$ cat config.mk
export PLATFORM = sky130hd
export DESIGN_NAME = double_ended_queue
export DESIGN_NICKNAME = d
export VERILOG_FILES = /design/src/rtl/deq_pkg.sv /design/src/rtl/double_ended_queue.sv
export SDC_FILE = /design/constraint.sdc
export NUM_CORES = 1
export LEC_CHECK = 0
export BUFFER_PORTS_ARGS = -buffer_cell sky130_fd_sc_hd__buf_4
export CAP_MARGIN = 25
export CORE_MARGIN = 8
export CORE_UTILIZATION = 41
export DETAILED_ROUTE_END_ITERATION = 8
export HOLD_SLACK_MARGIN = 0.06
export MAX_ROUTING_LAYER = met4
export SYNTH_ARGS = -nofsm -noshare
export SYNTH_HDL_FRONTEND = slang
export SYNTH_SLANG_ARGS = --single-unit
$ cat constraint.sdc
create_clock -name clock -period 6.15 [get_ports clock]
set_input_delay 1.23 -clock clock [delete_from_list [all_inputs] [get_ports clock]]
set_output_delay 1.23 -clock clock [all_outputs]
set_load 0.005 [all_outputs]
$ cat src/rtl/deq_pkg.sv
`timescale 1ns / 1ps
// ----------------------------------------------------------------------------
// Double-ended queue package
// Depth, index widths, command and status codes, and channel payload types.
// ----------------------------------------------------------------------------
package deq_pkg;

   localparam int DEPTH = 16;
   localparam int IDX_W = (DEPTH > 1) ? $clog2(DEPTH) : 1;
   localparam int CNT_W = $clog2(DEPTH + 1);
   localparam int DATA_W = 32;

   typedef enum logic [2:0] {
      CMD_PUSH_FRONT = 3'd0,
      CMD_PUSH_BACK  = 3'd1,
      CMD_POP_FRONT  = 3'd2,
      CMD_POP_BACK   = 3'd3,
      CMD_PEEK_FRONT = 3'd4,
      CMD_PEEK_BACK  = 3'd5,
      CMD_CLEAR      = 3'd6
   } cmd_type;

   typedef enum logic [1:0] {
      ST_OK    = 2'd0,
      ST_EMPTY = 2'd1,
      ST_FULL  = 2'd2
   } status_type;

   typedef struct packed {
      logic [2:0]               command;
      logic signed [DATA_W-1:0] value_in;
   } req_type;

   typedef struct packed {
      logic [1:0]               status;
      logic signed [DATA_W-1:0] read_value;
      logic                     is_empty;
      logic [CNT_W-1:0]         fill_level;
   } rsp_type;

endpackage

$ cat src/rtl/double_ended_queue.sv
`timescale 1ns / 1ps
// ----------------------------------------------------------------------------
// Double-ended queue
// Bounded deque of signed words in a ring store with front index and count.
// ----------------------------------------------------------------------------
// Result path: an item's result is registered in the read stage (store read),
//   then in the output register; both hold while the result side stalls.
// Throughput: one item per cycle while the result side keeps up; front index and
//   count update at transfer, so the single store port is used once per item.
// Reset clears front index, count and all valid flags; the store is not cleared.
module double_ended_queue (
   input  logic             clock,
   input  logic             reset,
   input  logic             req_valid,
   output logic             req_stall,
   input  deq_pkg::req_type req_data,
   output logic             rsp_valid,
   input  logic             rsp_stall,
   output deq_pkg::rsp_type rsp_data
);
   import deq_pkg::*;

   localparam logic [CNT_W-1:0] DEPTH_CNT = CNT_W'(DEPTH);
   localparam logic [CNT_W:0]   DEPTH_SUM = (CNT_W + 1)'(DEPTH);
   localparam logic [IDX_W-1:0] LAST_IDX  = IDX_W'(DEPTH - 1);

   logic [DATA_W-1:0] mem [DEPTH];

   logic [IDX_W-1:0] front_ff, front_in;
   logic [CNT_W-1:0] count_ff, count_in;

   // read stage
   logic             s1_valid_ff;
   logic             s1_read_ff;
   status_type       s1_status_ff;
   logic [CNT_W-1:0] s1_count_ff;
   logic [DATA_W-1:0] rd_data_ff;

   // output register
   logic    rsp_valid_ff;
   rsp_type rsp_data_ff;

   logic             accept, s1_advance;
   logic             is_full, is_zero;
   logic             wr_en, rd_en;
   logic [IDX_W-1:0] wr_addr, rd_addr;
   logic [IDX_W-1:0] front_dec, front_inc, back_next, back_top;
   logic [CNT_W:0]   sum_next, sum_top;
   status_type       status_in;
   cmd_type          cmd;

   assign s1_advance = !rsp_valid_ff || !rsp_stall;
   assign req_stall  = s1_valid_ff && !s1_advance;
   assign accept     = req_valid && !req_stall;
   assign cmd        = cmd_type'(req_data.command);

   assign is_full = (count_ff == DEPTH_CNT);
   assign is_zero = (count_ff == '0);

   assign front_dec = (front_ff == '0) ? LAST_IDX : front_ff - 1'b1;
   assign front_inc = (front_ff == LAST_IDX) ? '0 : front_ff + 1'b1;

   // wrap front + count and front + count - 1 into the ring
   always_comb begin
      sum_next = (CNT_W + 1)'(front_ff) + (CNT_W + 1)'(count_ff);
      sum_top  = sum_next - 1'b1;
      if (sum_next >= DEPTH_SUM) begin
         sum_next = sum_next - DEPTH_SUM;
      end
      if (sum_top >= DEPTH_SUM) begin
         sum_top = sum_top - DEPTH_SUM;
      end
      back_next = sum_next[IDX_W-1:0];
      back_top  = sum_top[IDX_W-1:0];
   end

   always_comb begin
      front_in  = front_ff;
      count_in  = count_ff;
      status_in = ST_OK;
      wr_en     = 1'b0;
      wr_addr   = back_next;
      rd_en     = 1'b0;
      rd_addr   = front_ff;
      unique case (cmd) inside
         CMD_PUSH_FRONT: begin
            if (is_full) begin
               status_in = ST_FULL;
            end else begin
               front_in = front_dec;
               count_in = count_ff + 1'b1;
               wr_en    = 1'b1;
               wr_addr  = front_dec;
            end
         end
         CMD_PUSH_BACK: begin
            if (is_full) begin
               status_in = ST_FULL;
            end else begin
               count_in = count_ff + 1'b1;
               wr_en    = 1'b1;
               wr_addr  = back_next;
            end
         end
         CMD_POP_FRONT, CMD_PEEK_FRONT: begin
            if (is_zero) begin
               status_in = ST_EMPTY;
            end else begin
               rd_en   = 1'b1;
               rd_addr = front_ff;
               if (cmd == CMD_POP_FRONT) begin
                  front_in = front_inc;
                  count_in = count_ff - 1'b1;
               end
            end
         end
         CMD_POP_BACK, CMD_PEEK_BACK: begin
            if (is_zero) begin
               status_in = ST_EMPTY;
            end else begin
               rd_en   = 1'b1;
               rd_addr = back_top;
               if (cmd == CMD_POP_BACK) begin
                  count_in = count_ff - 1'b1;
               end
            end
         end
         CMD_CLEAR: begin
            front_in = '0;
            count_in = '0;
         end
         default: begin
         end
      endcase
   end

   // ring store: one write or one read per transfer
   always_ff @(posedge clock) begin
      if (accept && wr_en) begin
         mem[wr_addr] <= req_data.value_in;
      end
      if (accept && rd_en) begin
         rd_data_ff <= mem[rd_addr];
      end
   end

   always_ff @(posedge clock) begin
      if (reset) begin
         front_ff     <= '0;
         count_ff     <= '0;
         s1_valid_ff  <= 1'b0;
         rsp_valid_ff <= 1'b0;
      end else begin
         if (accept) begin
            front_ff <= front_in;
            count_ff <= count_in;
         end
         if (accept) begin
            s1_valid_ff <= 1'b1;
         end else if (s1_advance) begin
            s1_valid_ff <= 1'b0;
         end
         if (s1_advance) begin
            rsp_valid_ff <= s1_valid_ff;
         end
      end
   end

   always_ff @(posedge clock) begin
      if (accept) begin
         s1_read_ff   <= rd_en;
         s1_status_ff <= status_in;
         s1_count_ff  <= count_in;
      end
      if (s1_advance && s1_valid_ff) begin
         rsp_data_ff.status     <= s1_status_ff;
         rsp_data_ff.read_value <= s1_read_ff ? rd_data_ff : '0;
         rsp_data_ff.is_empty   <= (s1_count_ff == '0);
         rsp_data_ff.fill_level <= s1_count_ff;
      end
   end

   assign rsp_valid = rsp_valid_ff;
   assign rsp_data  = rsp_data_ff;

   a_count_bound: assert property (@(posedge clock) disable iff (reset)
      count_ff <= DEPTH_CNT)
      else $error("entry count exceeds depth");

   a_stage_hold: assert property (@(posedge clock) disable iff (reset)
      (s1_valid_ff && !s1_advance) |=> (s1_valid_ff && $stable(s1_count_ff)))
      else $error("read stage dropped a held item");

   a_full_level: assert property (@(posedge clock) disable iff (reset)
      (rsp_valid && rsp_data.status == ST_FULL) |-> (rsp_data.fill_level == DEPTH_CNT))
      else $error("full status with queue not full");

   a_empty_flag: assert property (@(posedge clock) disable iff (reset)
      rsp_valid |-> (rsp_data.is_empty == (rsp_data.fill_level == '0)))
      else $error("empty flag disagrees with fill level");

   a_no_read_value: assert property (@(posedge clock) disable iff (reset)
      (rsp_valid && rsp_data.status != ST_OK) |-> (rsp_data.read_value == '0))
      else $error("read value on failed command");

endmodule
==> impl_metrics.toml, run 1 <==
[global_route]
grt_pass1_vias = 16800
grt_overflow = 0
grt_first_pass_wirelength_um = 105000
antenna_found_initial = 1
grt_max_degree = 97
grtUsageTotal_pct = 19.8

[place]
hpwlAfterDp_um = 39300
portBuffers = 80
gp_congestion = 0.806
dpl.cell_count = 2642
placed_area_um2 = 27500

[drt]
drc = 0
vias = 16900
viasPerCell = 6.14
wl_per_cell_um = 25.3
drt_iter0_drc = 1622
drt-total-wl_um = 69600
dr.pass1.iters = 5
ant_nets = 0

[floorplan]
fp.coreArea_um2 = 61800
dieWidth_um = 266
start_util_pct = 41.5
rows = 91
ioPinCount = 81
die_y_um = 266
die_area_um2 = 70800

[synthesis]
syn_area_um2 = 25600
synth.avg_cell_area_um2 = 13.9
synth_ff_type = "edfxtp_1"
synthCells = 1844
yosysWarnings = 0
async_flop_share_pct = 0
synth_edf_count = 592
yosysUniqueCellTypes = 63
synth-seq-area-share_pct = 70.2
ys_ff_latch = 603
synth.net_count = 1892

[critical_path]
worstSetupPathType = "register to register"
critical_path.startpoint = "count_ff[0]$_SDFFE_PP0P_"
arrival_ns = 4.93
cp_max_fo = 40
critPathRequiredTime_ns = 6.48
reg2reg_depth = 11
ff2ff_setup_slack_ns = 1.55
reg2reg_from = "count_ff[0]$_SDFFE_PP0P_"
worst_setup_path_end_kind = "register"
r2r_end = "rd_data_ff[2]$_DFFE_PP_"
crit_path_start_kind = "register"

[cts]
clock_path_buffers = 3
h-tree-depth = 2
root_buffer = "clkbuf_16"
cts_tree = "done"
clk_latency_ns = 0.63
cts_hold_buf = 0
path_clk_slew_ns = 0.06
cts_buffers = 60
cts_setup_buffers = 0
post_cts_resized = 0
cts_num_sinks = 603

[layout]
utilization_pct = 47.6
finalNetCount = 1915
stdcell_count = 2753
n_fill_cell = 5265
drive_above_1_share_pct = 14.7
register_area_um2 = 18000
multi_input_area_um2 = 7250
syn_to_final_growth_pct = 14.7
final_area_um2 = 29400

[sta]
finalCriticalPeriod_ns = 4.60
clock_skew_ns = 0.00846
setup-violations-final = 0
fmax_mhz = 217
finalCritPeriodShare_pct = 74.8
final_max_slew_viol_count = 0
tns_ns = 0
tightest_slew_ns = 1.07
rsz0062_at_grt = "no"
hold_viol = 0
slew_headroom_pct = 28.5

[worst_hold_path]
timing.hold.worst.class = "register to register"
whs_path_depth = 0
worstHoldStart = "s1_status_ff[0]$_DFFE_PP_"
hold_path_end = "rsp_data[38]$_DFFE_PP_"

[pwr]
power_leakage_nw = 9.50
pwr_density_cell_nw_per_um2 = 323
irDropWorstVdd_uv = 225
power.total_mw = 9.49

[run]
maxCapViolCount = 0

[run_status]
outcome = "finished clean"
## Yosys cell counts (3+ instances only)
master     count  area (um^2)
a211o_1       31          272
nor3b_1        3         22.5
and3_1        32          200
dfxtp_1       11          220
nand2b_1      34          213
nor3_1        12         60.1
a32oi_1       31          272
o21ai_0      169          846
o31ai_1        3         22.5
a21boi_0       3         22.5
ha_1           8          100
inv_1         12         45.0
o311a_1       32          320
buf_1         13         48.8
mux2i_1       43          430
mux2_1        14          158
a311oi_1      33          289
a31oi_1       37          231
clkbuf_1     152          571
xor2_1         4         35.0
nand3_1      170          851
a2111oi_0     64          561
nor2_1        39          146
mux2_2        20          225
a21oi_1      112          561
and2_1        34          213
edfxtp_1     592        17800
a221oi_1      33          289
nand2_1       55          206
buf_2          8         40.0
## registers in the layout (all words and copies together), names as in the netlist, 2 cells and up
register / cells
mem: 512
rsp_data: 40
rd_data_ff: 32
count_ff: 5
s1_count_ff: 5
front_ff: 4
s1_status_ff: 2
## power by group
part	internal (mW)	switching, mW
clock	2.11	1.55
combinational	0.394	0.793
sequential	4.61	0.0355
## layer usage
layer,vias to the layer above,track usage (%),share of wire [%]
met4,0,6.36,2.7
met3,134,3.03,6.4
met5,-,-,0
li1,7456,-,-
met1,8623,26.3,43
met2,698,31.2,48
## kinds of logic after synthesis
family                     synth area share [%]
muxes                                      3.17
and+or+nand+nor                            7.91
AOI/OAI and AO/OA                          15.0
adders and majority gates                 0.468
DFF                                        70.2
buffers and inverters                      2.78
xor gates and xnor gates                  0.537
## cells in the final DEF (no fill, tap or decap), types with 12 or more instances in the layout
| cell type | count |
|---|---|
| a2111oi_0 | 64 |
| a211o_1 | 31 |
| a21oi_1 | 112 |
| a221oi_1 | 33 |
| a311oi_1 | 33 |
| a31oi_1 | 33 |
| a32oi_1 | 31 |
| and2_1 | 33 |
| and3_1 | 31 |
| buf_4 | 126 |
| clkbuf_1 | 12 |
| clkbuf_16 | 61 |
| clkinv_1 | 14 |
| edfxtp_1 | 592 |
| inv_1 | 12 |
| mux2_1 | 14 |
| mux2_2 | 20 |
| mux2i_1 | 42 |
| nand2_1 | 55 |
| nand2b_1 | 34 |
| nand3_1 | 169 |
| nor2_1 | 23 |
| nor2_4 | 16 |
| o21ai_0 | 169 |
| o311a_1 | 32 |
## worst max path at each step
stage	endpoint	slack, ns	cells after the start
floorplan	rsp_data[0]$_DFFE_PP_	1.47	1
global placement	rd_data_ff[2]$_DFFE_PP_	1.45	8
detailed placement	rd_data_ff[2]$_DFFE_PP_	1.39	8
CTS	rd_data_ff[2]$_DFFE_PP_	1.53	11
global route	rd_data_ff[2]$_DFFE_PP_	1.37	10
finish	rd_data_ff[2]$_DFFE_PP_	1.55	11
## worst max-delay path, cell delays in order (launching register included)
cell and delay [ns]:
dfxtp_1 0.41, ha_2 0.24, fa_1 0.57, inv_1 0.07
ha_1 0.21, xor3_1 0.44, nand4_4 0.15, nand2_4 0.54
buf_12 0.34, mux2_1 0.34, a2111oi_0 0.82, mux2i_1 0.16
## per-stage QoR
step / setup WS, ns / hold WS (ns)
2_1_floorplan: 1.47 / 0.400
3_3_place_gp: 1.45 / 0.417
3_5_place_dp: 1.39 / 0.420
4_1_cts: 1.53 / 0.434
5_1_grt: 1.37 / 0.442
6_report: 1.55 / 0.428
## final cells by class
| class | count | share of cell area, % |
|---|---|---|
| sequential | 603 | 61.2 |
| clock buffer | 73 | 5.34 |
| tap | 837 | 3.56 |
| clock inverter | 37 | 1.28 |
| inverter | 14 | 0.179 |
| timing repair buffer | 134 | 3.79 |
| multi-input combinational | 1054 | 24.6 |
| antenna | 1 | 0.00851 |
Power figures use the tool's default switching activity.
==> inputs of run 2 (changes only) <==
- ABC_AREA: default -> 1
- clock period: 6.15 -> 4.15 ns (I/O delays scaled with it)
==> run 2 against run 1 <==
Wire length is 3.7% lower. Die area up 3.3%. Via count rose by 3.7%. Clock skew rose by 0.00059 ns. Highest routed layer unchanged. Clock-buffer cell count decreased by 1. Sequential power grew 49%. Hold slack better by 0.00075 ns. Global-route usage decreased by 1.2 points.
==> impl_metrics.toml, run 2 <==
[place]
hpwlAfterDp_um = 36300
portBuffers = 80
gp_congestion = 0.834
dpl.cell_count = 3392

[floorplan]
die_y_um = 270
rows = 93
ioPinCount = 81
start_util_pct = 41.3
fp.coreArea_um2 = 64200
dieWidth_um = 270
die_area_um2 = 73100

[cts]
cts_tree = "done"
clk_latency_ns = 0.61
path_clk_slew_ns = 0.06
cts_hold_buf = 0
cts_buffers = 59
cts_num_sinks = 603
post_cts_resized = 0
cts_setup_buffers = 0
root_buffer = "clkbuf_16"
clock_path_buffers = 3
h-tree-depth = 2

[sta]
finalCritPeriodShare_pct = 75.9
slew_headroom_pct = 37.6
fmax_mhz = 318
clock_skew_ns = 0.00906
rsz0062_at_grt = "no"
finalCriticalPeriod_ns = 3.15
tightest_slew_ns = 0.934
hold_viol = 0
final_max_slew_viol_count = 0
setup-violations-final = 0
tns_ns = 0

[drt]
ant_nets = 0
dr.pass1.iters = 8
drt_iter0_drc = 1577
vias = 17500
wl_per_cell_um = 19.1
viasPerCell = 5.01
drc = 0
drt-total-wl_um = 67000

[critical_path]
arrival_ns = 3.47
crit_path_start_kind = "register"
worstSetupPathType = "register to register"
cp_max_fo = 20
slowest_delay_ns = 0.54
crit_chain = "inv_1, ha_1, nand3_1, nand2_1, inv_1, o21ai_0, nand3_1, nor2_4, buf_12"
critPathRequiredTime_ns = 4.47
slowest_stage = "nor2_4"
worst_setup_path_end_kind = "register"

[worst_hold_path]
timing.hold.worst.class = "register to register"

[pwr]
power_leakage_nw = 13.0
irDropWorstVdd_uv = 336
pwr_density_cell_nw_per_um2 = 473

[synthesis]
synth.net_count = 2587
synthCells = 2539
syn_area_um2 = 26500
synth_ff_type = "edfxtp_1"
ys_ff_latch = 603
yosys.area.top_type_share_pct = 67.0
synth-seq-area-share_pct = 67.8
synthTopCellsByCount = "628 x nand3_1, 592 x edfxtp_1, 592 x inv_1"
ys_top_cells_by_area = "edfxtp_1 67%, nand3_1 12%, inv_1 8.4%"
synth_most_common_cell = "nand3_1"
yosysUniqueCellTypes = 30
yosys.area.top_type = "edfxtp_1"
async_flop_share_pct = 0
synth_edf_count = 592
synth.avg_cell_area_um2 = 10.5
yosysWarnings = 0

[layout]
finalNetCount = 2646
largest_reg_flops = 512
syn_to_final_growth_pct = 14.6
final_cell_mix = "626 x nand3_1, 592 x inv_1, 592 x edfxtp_1"
top_register = "mem"
final_common_cell = "nand3_1"
drive_above_1_share_pct = 9.52
stdcell_count = 3502

[global_route]
antenna_found_initial = 1
grt_overflow = 0
grt_first_pass_wirelength_um = 103000
grt_max_degree = 99
grtUsageTotal_pct = 18.5
grt_pass1_vias = 17500

[run_status]
outcome = "finished clean"

[run]
maxCapViolCount = 0
## run 2: worst paths after layout
check	start	endpoint	slack, ns	depth (start not counted)
min reg2reg	s1_status_ff[1]$_DFFE_PP_	rsp_data[39]$_DFFE_PP_	0.43	0
max reg2reg	count_ff[1]$_SDFFE_PP0P_	mem[5][22]$_DFFE_PP_	1.00	9
min	s1_status_ff[1]$_DFFE_PP_	rsp_data[39]$_DFFE_PP_	0.43	0
max	count_ff[1]$_SDFFE_PP0P_	mem[5][22]$_DFFE_PP_	1.00	9
## run 2: final cells by class
class | instances | area, um^2
Antenna cell | 1 | 2.50
Inverter | 593 | 2230
Sequential cell | 603 | 18000
Clock inverter | 37 | 494
Fill cell | 5728 | 33800
Clock buffer | 72 | 1530
Tap cell | 855 | 1070
Timing Repair Buffer | 126 | 1230
Multi-Input combinational cell | 1215 | 5870
## run 2: worst max-delay path: cells and delay by family (launching register included)
kind / cells / cell delay (ns)
fa+ha+maj: 1 / 0.30
compound gates: 1 / 0.27
flops: 1 / 0.39
simple gates: 4 / 1.39
buf+inv: 3 / 0.49
## run 2: logic make-up after synthesis
group | Yosys count | share of synthesized area [%]
AOI/OAI and AO/OA | 48 | 0.995
xor gates and xnor gates | 10 | 0.330
adders and majority gates | 9 | 0.453
buffers and inverters | 721 | 11.0
DFF | 603 | 67.8
and+or+nand+nor | 1148 | 19.4
## run 2: metal layers
metal  GRT usage, %  up-vias  wire length (um)
li1               -     8394                 -
met1           23.6     8432             28500
met2           30.7      600             32400
met3           2.75      114              4340
met4           5.42        0              1720
met5              -        -                 0
## run 2: stage by stage
stage	hold slack, ns	power [mW]	utilization (%)	area (um^2)	worst slack, ns
2_1_floorplan	0.400	8.19	-	26500	0.680
3_3_place_gp	0.405	8.87	44.2	28400	0.759
3_5_place_dp	0.419	8.90	44.2	28400	0.722
4_1_cts	0.427	14.5	47.4	30400	0.993
5_1_grt	0.439	14.9	47.4	30400	0.751
6_report	0.429	14.4	47.4	30400	1.00
## run 2: power by group
group	internal, mW	total [mW]	switching [mW]
clock network	3.36	5.64	2.28
logic	0.548	1.85	1.30
registers	6.86	6.91	0.0537
==> inputs of run 3 (changes only) <==
- clock period: 4.15 -> 3.1 ns (I/O delays scaled with it)
==> run 3 against run 2 <==
Utilization grew 0.59 points. Total power increased by 30%. Wire length increased by 1.7%. Register-to-register slack worse by 0.84 ns. Critical path depth up 2. Final cell count up 1.4%. Combinational power grew 39%. Non-clock buffer count up 43. Sequential cell count unchanged. Highest routed layer unchanged.
==> impl_metrics.toml, run 3 (synthesis results as in run 2) <==
[cts]
cts_num_sinks = 603
h-tree-depth = 2
cts_buffers = 60
clk_latency_ns = 0.64
clock_path_buffers = 3
post_cts_resized = 0
root_buffer = "clkbuf_16"
path_clk_slew_ns = 0.07
cts_hold_buf = 0
cts_tree = "done"
cts_setup_buffers = 0

[place]
dpl.cell_count = 3435
pre_cts_slack_ns = 0.186
gp_congestion = 0.836
hpwlAfterDp_um = 39000
portBuffers = 80
placed_area_um2 = 28900

[sta]
rsz0062_at_grt = "no"
setup_ws_ns = 0.156
slew_headroom_pct = 53.8
tightest_slew_ns = 0.693
finalCritPeriodShare_pct = 95.0
final_max_slew_viol_count = 0
tns_ns = 0
setup-violations-final = 0
finalCriticalPeriod_ns = 2.94
hold_viol = 0
fmax_mhz = 340
clock_skew_ns = 0.0396
hold_ws_ns = 0.232

[worst_hold_path]
timing.hold.worst.class = "input pin to register"
hold_path_end = "s1_valid_ff$_SDFFE_PP0P_"
worstHoldStart = "reset"
whs_path_depth = 2

[layout]
n_fill_cell = 5818
stdcell_count = 3550
final_area_um2 = 30800
utilization_pct = 48.0
largest_reg_flops = 512
drive_above_1_share_pct = 10.8
final_cell_mix = "626 x nand3_1, 592 x inv_1, 592 x edfxtp_1"
syn_to_final_growth_pct = 16.0
top_register = "mem"
final_common_cell = "nand3_1"
finalNetCount = 2690

[floorplan]
start_util_pct = 41.3
die_y_um = 270
ioPinCount = 81
dieWidth_um = 270
rows = 93
die_area_um2 = 73100
fp.coreArea_um2 = 64200

[drt]
ant_nets = 0
vias = 17800
drc = 0
drt-total-wl_um = 68100
dr.pass1.iters = 5
viasPerCell = 5.01
drt_iter0_drc = 1611
wl_per_cell_um = 19.2

[critical_path]
r2r_end = "rd_data_ff[29]$_DFFE_PP_"
reg2reg_depth = 11
worstSetupPathType = "register to register"
arrival_ns = 3.31
worst_setup_path_end_kind = "register"
slowest_delay_ns = 0.55
slowest_stage = "fa_1"
crit_chain = "ha_1, fa_1, inv_1, ha_1, xor2_1, nand2_1, o21ai_4, buf_12, nand3_1, nand3_1, nand2_1"
crit_path_start_kind = "register"
cp_max_fo = 44
reg2reg_from = "front_ff[0]$_SDFFE_PP0P_"
critPathRequiredTime_ns = 3.47
ff2ff_setup_slack_ns = 0.16

[global_route]
grt_max_degree = 75
grt_overflow = 0
grtUsageTotal_pct = 18.9
grt_first_pass_wirelength_um = 105000
grt_pass1_vias = 17600
antenna_found_initial = 1

[pwr]
power.total_mw = 18.8
irDropWorstVdd_uv = 472
pwr_density_cell_nw_per_um2 = 610
power_leakage_nw = 13.2

[run]
maxCapViolCount = 0

[run_status]
outcome = "finished clean"
-- run 3: layout make-up --
type | instances | area [um^2] | share of cell area (%)
inverter | 593 | 2230 | 7.23
clock buffer | 72 | 1570 | 5.09
multi-input combinational | 1215 | 5860 | 19.0
antenna | 1 | 2.50 | 0.00812
tap | 855 | 1070 | 3.47
sequential | 603 | 18000 | 58.4
timing repair buffer | 169 | 1740 | 5.66
clock inverter | 42 | 328 | 1.06
-- run 3: critical path, delay by kind of cell (launching register included) --
kind	cells	cell delay, ns
simple gates	4	0.47
compound gates	1	0.10
flops	1	0.38
buf+inv	2	0.37
xor+xnor	1	0.31
fa+ha+maj	3	1.02
-- run 3: layer usage --
layer	GRT usage (%)	part of all wire, %	vias to the layer above	wire length (um)
met5	-	0	-	0
met4	5.82	2.4	0	1640
met3	3.93	7.2	122	4880
met2	30.4	48	636	32500
met1	23.9	43	8556	29100
li1	-	-	8488	-
-- run 3: worst max path at each step --
stage,from,end,slack (ns)
final,front_ff[0]$_SDFFE_PP0P_,rd_data_ff[29]$_DFFE_PP_,0.16
after global routing,front_ff[0]$_SDFFE_PP0P_,rd_data_ff[1]$_DFFE_PP_,0.004
after CTS,front_ff[0]$_SDFFE_PP0P_,rd_data_ff[29]$_DFFE_PP_,0.19
after detailed placement,front_ff[0]$_SDFFE_PP0P_,rd_data_ff[19]$_DFFE_PP_,0.19
after global placement,front_ff[0]$_SDFFE_PP0P_,mem[7][28]$_DFFE_PP_,0.22
after floorplan,front_ff[0]$_SDFFE_PP0P_,mem[5][0]$_DFFE_PP_,-0.37
-- run 3: report_power, final --
| part | internal, mW | total, mW | leakage, nW | switching (mW) |
|---|---|---|---|---|
| sequential | 9.18 | 9.26 | 5.46 | 0.0758 |
| clock | 3.86 | 6.95 | 0.920 | 3.08 |
| combinational | 0.825 | 2.58 | 6.82 | 1.76 |
| total | 13.9 | 18.8 | 13.2 | 4.91 |
